==> src/rtl/avn_sqrt_stage.sv <==
`timescale 1ns / 1ps
// One restoring square-root step: one root bit per stage
module avn_sqrt_stage #(
   parameter int unsigned SUM_BITS  = 34,
   parameter int unsigned ROOT_BITS = 17,
   parameter int unsigned STEP      = 0
) (
   input  logic [SUM_BITS-1:0]  rem_in,
   input  logic [ROOT_BITS-1:0] root_in,
   output logic [SUM_BITS-1:0]  rem_out,
   output logic [ROOT_BITS-1:0] root_out
);
   localparam int unsigned BITPOS = 2 * (ROOT_BITS - 1 - STEP);
   logic [SUM_BITS+1:0] trial;
   always_comb begin
      trial = ({2'b00, SUM_BITS'(root_in)} << (ROOT_BITS - STEP))
            | ((SUM_BITS + 2)'(1) << BITPOS);
      if ({2'b00, rem_in} >= trial) begin
         rem_out  = rem_in - trial[SUM_BITS-1:0];
         root_out = root_in | (ROOT_BITS'(1) << (ROOT_BITS - 1 - STEP));
      end else begin
         rem_out  = rem_in;
         root_out = root_in;
      end
   end
endmodule

==> config.mk <==
export PLATFORM = sky130hd
export DESIGN_NAME = avn_sqrt_stage
export DESIGN_NICKNAME = d
export VERILOG_FILES = /design/src/rtl/avn_sqrt_stage.sv
export SDC_FILE = /design/constraint.sdc
export NUM_CORES = 1
export LEC_CHECK = 0
export ABC_AREA = 1
export BUFFER_PORTS_ARGS = -buffer_cell sky130_fd_sc_hd__buf_2
export CAP_MARGIN = 20
export CORE_UTILIZATION = 42
export DETAILED_ROUTE_END_ITERATION = 7
export GPL_TIMING_DRIVEN = 0
export MAX_ROUTING_LAYER = met4
export PLACE_DENSITY = 0.73
export SLEW_MARGIN = 20
export SYNTH_ARGS = -nofsm -noshare
export SYNTH_HDL_FRONTEND = slang
export SYNTH_SLANG_ARGS = --single-unit
==> constraint.sdc <==
create_clock -name vclk -period 2.7
set_clock_uncertainty 0.2 [all_clocks]
set_input_delay 0.405 -clock vclk [all_inputs]
set_output_delay 0.405 -clock vclk [all_outputs]
set_load 0.02 [all_outputs]
# == Word-level counts from Yosys, hierarchy flattened ==
# Index checks and enable logic that the tools add are counted.
# W data, S select, Z words.
# totals
reg_bits,0
inputBits,51
output_inout_bits,51
elab_cells,4
# op_classes
addsub,1
magnitude_cmp,1
muxes,2
# op_table
operator,count
$ge A34 B34 Y1,1
$mux W34,1
$sub A34 B34 Y34,1
$mux W17,1

# == Logic depth before layout (Yosys ltp) ==
# logic_depth
word_depth,2
depth_mapped,14
mapped_depth_nobuf,14

# == Worst setup path after synthesis ==
# Ideal clock, no wire load.
# synth_timing
path_type,input to output
startpoint,input rem_in[17]
endpoint,output rem_out[33]
arrival_ps,1741
required_ps,2095
slack_ps,354
cell_stages,14
path_buffers,0
cell_sequence,inv_1 > ha_1 > fa_1 > inv_1 > nand2_1 > nand2_1 > nand3_1 > nand2_1 > nand2_1 > nand2_1 > nand2_1 > nand2_1 > nand2_1 > nand2_1
# synth_between
elab_chain_len,2
word_cells_on_any_way,3
classes_between,add/sub (1); order compare (1); mux (1)
# synth_lines
item,line,source
"start, declared",8,"input logic [SUM_BITS-1:0] rem_in,"
$sub A34 B34 Y34 / $ge A34 B34 Y1 (equally long branches),"19, 18",
$mux W34 (*),18,"if ({2'b00, rem_in} >= trial) begin"
"end, declared",10,"output logic [SUM_BITS-1:0] rem_out,"
# Every way passes the cells marked *; elsewhere a longest branch is shown, timed or not.

# == Worst setup path in the final report ==
# layout_timing
startpoint,input root_in[4]
endpoint,output rem_out[26]
# layout_between
elab_chain_len,2
word_cells_on_any_way,3
classes_between,add/sub (1); order compare (1); mux (1)
# layout_lines
item,line,source
"start, declared",9,"input logic [ROOT_BITS-1:0] root_in,"
$sub A34 B34 Y34 / $ge A34 B34 Y1 (equally long branches),"19, 18",
$mux W34 (*),18,
# Marks and branches as above.

==> qor.yml <==
run_status:
  violations: "DRC"
  run_status: "complete, but fails checks"
cells_and_area:
  drive_above_1_share_pct: 48.1
  antenna_cells: 0
  register_area_um2: 0
  fill_cells: 438
  multi_input_area_mm2: 0.00159
  nets: 544
  area_growth_pct: 44.9
  final_core_util_pct: 64.7
  clock_buffers: 0
  nFlopsAndLatches: 0
setup_path:
  cpPeakStageDelay_ns: 0.29
  crit_type: "in2out"
  crit_chain: "buf_2 -> inv_1 -> ha_2 -> nand2_1 -> nand2_1 -> inv_1 -> nand2_1 -> nand2_2 -> nand3_4 -> nand2_4 -> nand3_4 -> clkbuf_16 -> nand2_2 -> nand2_2 -> buf_2"
  arrival_ns: 2.02
  cp-start-kind: "input port"
  cpMaxStageDelayCell: "ha_2"
  cp_max_fo: 5
  cp.required_ns: 2.10
  critPathBufInv: 5
  end_kind: "output port"
  critPathTopFamily: "simple AND/OR/NAND/NOR gates"
route:
  drtIter0Drc: 149
  antenna_left: 0
  wl_mm: 5.49
  dr.pass1.iters: 6
  wl_per_cell_um: 10.4
  routed_via_density: 4.64
  dr_total_vias: 2440
  drc_errors: 14
synth:
  syn_area_per_cell_um2: 5.45
  synth.distinct_cells: 27
  syn_inst: 364
  synth.most_common_cell: "nand2_1"
  yosysSeqAreaShare_pct: 0
  synth_top_area_share_pct: 22.5
  syn_area_mm2: 0.00198
  synth_common_cells: "119 x nand2_1, 74 x inv_1, 34 x buf_4"
  yosysWarnings: 0
  syn_nets: 432
  yosys.area.top_type: "nand2_1"
  synth.area.top_cells: "nand2_1 23%, inv_1 14%, buf_4 13%"
floorplan:
  die-area_mm2: 0.00500
  rows: 24
  core-area_mm2: 0.00444
  die_y_um: 70.7
  start_util_pct: 44.7
  die_x_um: 70.7
  ios: 102
pwr:
  power.density_mw_per_mm2: 235
  ir_drop_v: 0.000135
  leakage_uw: 0.00182
placed_design:
  place.gp.congestion: 0.912
  pre_cts_slack_ns: -0.0811
  dpl.hpwl_mm: 4.32
  portBuffers: 101
global_routing:
  grt_pass1_vias: 2072
  grt_usage_pct: 20.4
  grt_max_degree: 11
  grt_first_pass_wirelength_mm: 8.56
  overflow: 0
  grt_antenna_before_repair: 0
sta:
  fin_tns_setup_ns: 0
  worst_slack_ns: 0.0768
  slew_headroom_pct: 84.0
  hold_viol_final: 0
  slew_violations: 0
  finalCritPeriodShare_pct: 97.2
  worst_pin_slew_ns: 0.239
  fin_crit_ns: 2.62
  fmax_mhz: 381
  hold_slack_ns: 0.827
  report.final.setup_viol: 0
run:
  drv_cap: 0
cts:
  hold_buffers: 0
min_path:
  hold_path.class: "in2out"
[where the power goes]
part           switching (µW)  internal, µW
Sequential                  0             0
Clock                       0             0
Combinational             387           288
Total                     387           288
[layer usage]
layer	up-vias	share of wire [%]	track usage (%)
met3	2	5.5	0.997
met2	75	49	36.9
met1	1077	45	26.5
li1	1286	-	-
met4	0	0.091	0.444
met5	-	0	-
[worst paths after layout]
kind / from / end / depth (start not counted)
max: root_in[4] / rem_out[26] / 15
min: root_in[15] / root_out[15] / 2
[final cells by class]
type	count	area share, %
well taps	52	2.26
multi-input cells	248	55.4
inverters	79	10.3
repair buffers	110	21.6
plain buffers	37	10.5
[cell usage in the layout (no fill, tap or decap), drive strengths merged]
master,n
a21oi,9
and2,1
buf,146
clkbuf,1
fa,1
ha,16
inv,79
nand2,146
nand3,33
nand4,5
nor2,24
nor3,5
or2,1
xnor2,1
xor2,6
[cells by family after synthesis]
family                   count (synthesis)  synth area share [%]
AO/OA/AOI/OAI                            9                  2.27
buffers and inverters                  116                  29.6
XOR/XNOR                                 7                  3.09
AND/OR/NAND/NOR                        215                  53.9
adder cells (fa/ha/maj)                 17                  11.1
[through the flow]
step	power, µW	instance area [µm²]	cells
final	674	2880	526
after floorplan	421	1980	364
after CTS	594	2590	519
after global placement	575	2550	517
after detailed placement	582	2550	517
after global routing	737	2880	526
[what timing repair did]
action                     4_1_cts  5_1_grt
buffers inserted                 2        6
pin swaps                        3        7
resized for setup                1       40
setup endpoints to repair       15       18
cloned                           0        1
(Power assumes the default switching activity.)
