[src/rtl/avn_div_stage.sv]
`timescale 1ns / 1ps
// One restoring division step: one quotient bit
module avn_div_stage #(
   parameter int unsigned DIV_BITS = 17,
   parameter int unsigned Q_BITS   = 31,
   parameter int unsigned STEP     = 0
) (
   input  logic [DIV_BITS-1:0] div,
   input  logic [DIV_BITS:0]   rem_in,
   input  logic [Q_BITS-1:0]   num_in,
   input  logic [Q_BITS-1:0]   q_in,
   output logic [DIV_BITS:0]   rem_out,
   output logic [Q_BITS-1:0]   q_out
);
   logic [DIV_BITS+1:0] shifted;
   always_comb begin
      shifted = {rem_in, num_in[Q_BITS-1-STEP]};
      if (shifted >= {1'b0, 1'b0, div}) begin
         shifted = shifted - {2'b00, div};
         q_out   = q_in | (Q_BITS'(1) << (Q_BITS - 1 - STEP));
      end else begin
         q_out = q_in;
      end
      rem_out = shifted[DIV_BITS:0];
   end
endmodule

[config.mk]
export PLATFORM = sky130hd
export DESIGN_NAME = avn_div_stage
export DESIGN_NICKNAME = d
export VERILOG_FILES = /design/src/rtl/avn_div_stage.sv
export SDC_FILE = /design/constraint.sdc
export NUM_CORES = 1
export LEC_CHECK = 0
export ABC_CLOCK_PERIOD_IN_PS = 2500
export BUFFER_PORTS_ARGS = -buffer_cell sky130_fd_sc_hd__buf_2
export CELL_PAD_IN_SITES_DETAIL_PLACEMENT = 1
export CELL_PAD_IN_SITES_GLOBAL_PLACEMENT = 1
export CORE_AREA = 2 2 83 85
export DETAILED_ROUTE_END_ITERATION = 10
export DIE_AREA = 0 0 85 87
export PLACE_DENSITY_LB_ADDON = 0.1
export SLEW_MARGIN = 5
export SYNTH_ARGS = -nofsm -noshare
export SYNTH_HDL_FRONTEND = slang
export SYNTH_SLANG_ARGS = --single-unit
export TNS_END_PERCENT = 30
[constraint.sdc]
create_clock -name vclk -period 2.5
set_input_delay 0 -clock vclk [all_inputs]
set_output_delay 0 -clock vclk [all_outputs]
set_load 0.05 [all_outputs]
After elaboration in Yosys (flattened, before gate mapping)
Index checks and enable logic that the tools add are counted.
Widths: inputs -> output; s select.
{"block": "totals", "register_bits": 0, "word_cells": 4, "output_inout_bits": 49, "inputBits": 97}
{"block": "classes", "order_cmp": 1, "muxes": 2, "n_addsub": 1}
{"operator": "$mux 31", "n": 1}
{"operator": "$ge 19x17->1", "n": 1}
{"operator": "$mux 18", "n": 1}
{"operator": "$sub 18x17->18", "n": 1}

Depth between registers and ports, before layout
Gate-level depths: netlist (run 1).
{"block": "logic_depth", "ltp_word": 2, "depth_mapped": 11, "ltp_nobuf": 10}

Least setup slack after synthesis (run 1)
No wires, ideal clock.
{"block": "synth_path", "path_type": "input to output", "start": "in num_in[30]", "end": "out rem_out[14]", "arrival_ns": 3.173, "slack_ns": -0.673, "cell_stages": 10, "n_path_buf": 0, "t_required_ns": 2.500, "cell_sequence": "inv_1 -> ha_1 -> fa_1 -> nand2b_1 -> a21oi_1 -> a21o_1 -> a21oi_1 -> o21ai_0 -> nor2_1 -> o41ai_1"}
{"block": "synth_via", "elab_chain_len": 2, "elab_cells_between_ends": 3, "cone_classes": "add/sub (1); order compare (1); mux (1)"}
{"item": "start: declaration", "line_no": "10", "source": "input logic [Q_BITS-1:0] num_in,"}
{"item": "$sub 18x17->18 or $ge 19x17->1 (tied branches)", "line_no": "19, 18"}
{"item": "$mux 18 *", "line_no": "18", "source": "if (shifted >= {1'b0, 1'b0, div}) begin"}
{"item": "end: declaration", "line_no": "12", "source": "output logic [DIV_BITS:0] rem_out,"}
Mark *: on every way between the ends. The rest lies on a longest branch, timed or not.

Worst setup path after layout (run 1)
Ends and elaborated chain as after synthesis.

==> results.yml, run 1 <==
outcome:
  run_status: "finished, final reports clean"
flow_run:
  maxCapViolations: 0
layout:
  area_growth_pct: 15.8
  fillCellCount: 830
  num_antenna_cells: 0
  final_nets: 353
  seq_cells: 0
  drive_above_1_share_pct: 31.8
  n_clock_buffer: 0
  multi_input_area_um2: 1040
  register_area_um2: 0
synthesis:
  netlist_instances: 205
  synth_top_area_share_pct: 16.9
  avgSynthCellArea_um2: 6.72
  synth_common_cells: "buf_4, nand2_1, o21ai_0, inv_1, ha_1"
  synthTopCellsByArea: "buf_4, ha_1, o21ai_0, nand2_1, xor2_1"
  synth_warnings: 0
  synth_most_common_cell: "buf_4"
  synth-seq-area-share_pct: 0
  ys_types: 38
  synth_area_um2: 1380
  synth_nets: 320
  synth_top_cell_by_area: "buf_4"
worst_setup_path:
  endpoint_kind: "output port"
  worst-path-max-fanout: 2
  crit_required_ps: 2500
  startpoint: "num_in[30]"
  cp.arrival_ps: 2320
  start_kind: "primary input"
  cp-endpoint: "rem_out[14]"
  crit_type: "primary input to output port"
worst_hold_path:
  holdCritStartpoint: "q_in[22]"
  hold_path_class: "primary input to output port"
grt:
  antenna_found_initial: 0
  grt_use_total_pct: 9.75
  first_global_vias: 1363
  grt_overflow_total: 0
  grt_max_degree: 19
  grt_pass1_wl_um: 6200
power:
  pwr_density_cell_nw_per_um2: 400
  p_total_uw: 638
  peakVddDrop_mv: 0.145
  p_leak_uw: 0.000810
routing:
  drc: 0
  via_count: 1400
  routedWlPerCell_um: 11.8
  antenna_left: 0
  dr.pass1.iters: 2
  routed_wl_um: 3740
  via_per_inst: 4.43
  drt_iter0_drc: 28
cts:
  post_cts_buffers: 0
  cts_hold_buf: 0
  cts.repair.resized: 0
sta:
  hold_violations: 0
  maxSlewHeadroom_pct: 66.9
  fin_ws_ps: 181
  min_period_over_period_pct: 92.8
  slew_violations: 0
  finalSetupViolCount: 0
  finalCriticalPeriod_ps: 2320
  tightest_slew_ps: 483
  rsz0062_at_grt: "no"
  max_freq_mhz: 431
floorplanning:
  fp.dieW_um: 85
  fp.coreArea_um2: 6570
  initial_core_util_pct: 21.0
  rows: 30
  die_y_um: 87
  io-pin-count: 146
  die-area_um2: 7400
placement:
  pre_cts_slack_ps: 63.8
  hpwlAfterDp_um: 3320
  io_buffers: 56
  place.gp.congestion: 0.772
==> per-layer routing <==
layer / part of all wire (%) / up-vias / GRT usage [%] / routed length, µm
met2: 47 / 36 / 17.5 / 1770
met4: 0 / 0 / 0 / 0
li1: - / 741 / - / -
met5: 0 / - / 0 / 0
met1: 47 / 623 / 13.5 / 1780
met3: 5.4 / 0 / 0.853 / 202
==> layout by cell type, fill, tap and decap left out, drive strengths merged, types with 7 or more instances in the layout <==
cell   instances
o21ai         23
nor2          12
a21oi         14
buf           66
a21o           7
ha            17
nand2         24
inv           20
xor2          10
==> power breakdown <==
group          leakage (µW)  total (µW)  internal, µW  switching [µW]
Combinational      0.000810         638           204             434
Sequential                0           0             0               0
Clock                     0           0             0               0
==> cells by family (layout without fill, tap and decap cells) <==
group                      Yosys count  count (layout)  synth area share [%]
and+or+nand+nor                     55              55                  18.4
adders and majority gates           18              18                  16.9
muxes                                2               2                  1.63
xor gates and xnor gates            15              15                  9.54
AOI/OAI and AO/OA                   59              59                  28.6
buffers and inverters               56              87                  24.9
==> cell type report <==
| type | instances | share of cell area [%] |
|---|---|---|
| Multi-Input combinational cell | 149 | 65.3 |
| Timing Repair Buffer | 67 | 23.7 |
| Inverter | 20 | 4.71 |
| Tap cell | 80 | 6.27 |
==> stage by stage <==
step                utilization [%]  cells  instance area [µm²]  TNS [ps]  hold WS (ps)
detailed placement             24.2    316                 1590         0         0.341
global placement               24.2    316                 1590         0         0.341
finish                         24.3    316                 1600         0        0.0162
global route                   24.3    316                 1600         0        0.0718
CTS                            24.2    316                 1590         0         0.341
floorplan                         -    205                 1390      -102           167
==> how the worst min path moves through the flow <==
stage | cells after the start | to | slack (ps)
2_1_floorplan | 1 | q_out[0] | 170
3_3_place_gp | 0 | q_out[10] | 0.3
3_5_place_dp | 0 | q_out[10] | 0.3
4_1_cts | 0 | q_out[10] | 0.3
5_1_grt | 0 | q_out[13] | 0.07
6_report | 0 | q_out[22] | 0.02
==> worst max-delay path: stages <==
cell and delay [ps]:
buf_2 110, inv_1 50, ha_1 170, fa_1 210, nand2b_1 140, a21oi_1 100, a21o_1 180, a21oi_1 260
o21ai_1 150, buf_4 160, and3_1 180, o41ai_2 320, clkbuf_4 290
(Power assumes the default switching activity.)
==> run 2, diff against run 1 <==
--- a/config.mk
+++ b/config.mk
@@ -9,9 +9,9 @@
 export BUFFER_PORTS_ARGS = -buffer_cell sky130_fd_sc_hd__buf_2
 export CELL_PAD_IN_SITES_DETAIL_PLACEMENT = 1
 export CELL_PAD_IN_SITES_GLOBAL_PLACEMENT = 1
-export CORE_AREA = 2 2 83 85
+export CORE_AREA = 5 5 86 88
 export DETAILED_ROUTE_END_ITERATION = 10
-export DIE_AREA = 0 0 85 87
+export DIE_AREA = 0 0 91 93
 export PLACE_DENSITY_LB_ADDON = 0.1
 export SLEW_MARGIN = 5
 export SYNTH_ARGS = -nofsm -noshare
==> run 2 against run 1 <==
Against the previous run:
- first-iteration DRC count down 11%
- setup slack better by 40 ps
- non-clock buffer count down 1
- sequential share of layout area unchanged
- largest cell class unchanged
- largest power group unchanged
- highest routed layer unchanged
==> results.yml, run 2 (synthesized netlist as in run 1, its figures left out) <==
floorplanning:
  io-pin-count: 146
  fp.coreArea_um2: 6570
  die-area_um2: 8460
  rows: 30
  die_y_um: 93
  initial_core_util_pct: 21.0
  fp.dieW_um: 91
layout:
  area_growth_pct: 16.1
  drive_above_1_share_pct: 32.3
  final_nets: 352
  fin_area_um2: 1600
  seq_cells: 0
  final_cell_mix: "buf_2, nand2_1, inv_1"
  layout_commonest_cell: "buf_2"
  n_clock_buffer: 0
  register_area_um2: 0
  num_antenna_cells: 0
cts:
  post_cts_buffers: 0
  cts_hold_buf: 0
sta:
  maxSlewHeadroom_pct: 66.1
  finalSetupViolCount: 0
  rsz0062_at_grt: "yes"
  min_period_over_period_pct: 91.2
  tightest_slew_ps: 496
  slew_violations: 0
  max_freq_mhz: 439
  hold_violations: 0
  fin_ws_ps: 220
  finalCriticalPeriod_ps: 2280
  fin_tns_setup_ps: 0
routing:
  antenna_left: 0
  drc: 0
  dr.pass1.iters: 3
  via_per_inst: 4.47
  drt_iter0_drc: 25
  routedWlPerCell_um: 12.9
  via_count: 1409
  routed_wl_um: 4050
worst_setup_path:
  start_kind: "primary input"
  path_delay_family: "buffers and inverters"
  worst-path-max-fanout: 34
  endpoint_kind: "output port"
  crit_type: "primary input to output port"
  critPathBufInv: 5
  cpMaxStageDelayCell: "ha_1"
  cp.arrival_ps: 2280
  cpMostUsedCell: "buf_2"
  crit_required_ps: 2500
  path_cells: "buf_2 > inv_1 > ha_1 > a21oi_1 > buf_4 > or3b_1 > o21a_1 > a21oi_4 > buf_12 > mux2_2 > buf_2"
  crit_path_max_incr_delay_ps: 360
worst_hold_path:
  holdPathStages: 0
  min_to: "q_out[0]"
  holdCritStartpoint: "q_in[0]"
  hold_path_class: "primary input to output port"
grt:
  grt_overflow_total: 0
  first_global_vias: 1418
  antenna_found_initial: 0
  grt_use_total_pct: 8.90
  grt_pass1_wl_um: 6630
  grt_max_degree: 35
power:
  peakVddDrop_mv: 0.157
  p_leak_uw: 0.000807
  pwr_density_cell_nw_per_um2: 403
  p_total_uw: 645
placement:
  pre_cts_slack_ps: 59.7
  io_buffers: 56
  placed_cell_area_um2: 1590
  hpwlAfterDp_um: 3500
  place.gp.congestion: 0.749
outcome:
  run_status: "finished, final reports clean"
flow_run:
  maxCapViolations: 0
run 2: layer usage:
layer / wire [µm] / global-route usage [%]
met5: 0 / 0
met4: 0 / 0.367
met3: 224 / 1.45
met2: 1930 / 16.1
met1: 1900 / 11.6
run 2: area by class of cell:
type,count,area [µm²]
Fill cell,827,4970
Inverter,20,75.1
Multi-Input combinational cell,149,1050
Tap cell,80,100
Timing Repair Buffer,66,373
run 2: worst max-delay path by stage:
stage,from,end,slack (ps),depth (start not counted)
after floorplan,num_in[30],rem_out[16],-70,10
after global placement,num_in[30],rem_out[14],30,12
after detailed placement,num_in[30],rem_out[14],60,13
after CTS,num_in[30],rem_out[14],60,13
after global routing,num_in[30],rem_out[12],-4,13
final,div[10],rem_out[3],220,11
run 2: repair_timing:
action / 4_1_cts / 5_1_grt
hold endpoints to repair: 0 / 0
resized for setup: 0 / 5
endpoints found under the setup margin: 0 / 2
run 2: through the flow:
| step | hold WS [ps] | cells | utilization, % |
|---|---|---|---|
| finish | 0.0193 | 315 | 24.3 |
| detailed placement | 0.341 | 315 | 24.1 |
| global route | 0.0718 | 315 | 24.3 |
| floorplan | 167 | 205 | - |
| global placement | 0.341 | 315 | 24.1 |
| CTS | 0.341 | 315 | 24.1 |
run 2: power breakdown:
group	internal (µW)	total, µW	switching [µW]	leakage [µW]
Combinational	206	645	439	0.000807
Clock	0	0	0	0
Sequential	0	0	0	0
Total	206	645	439	0.000807
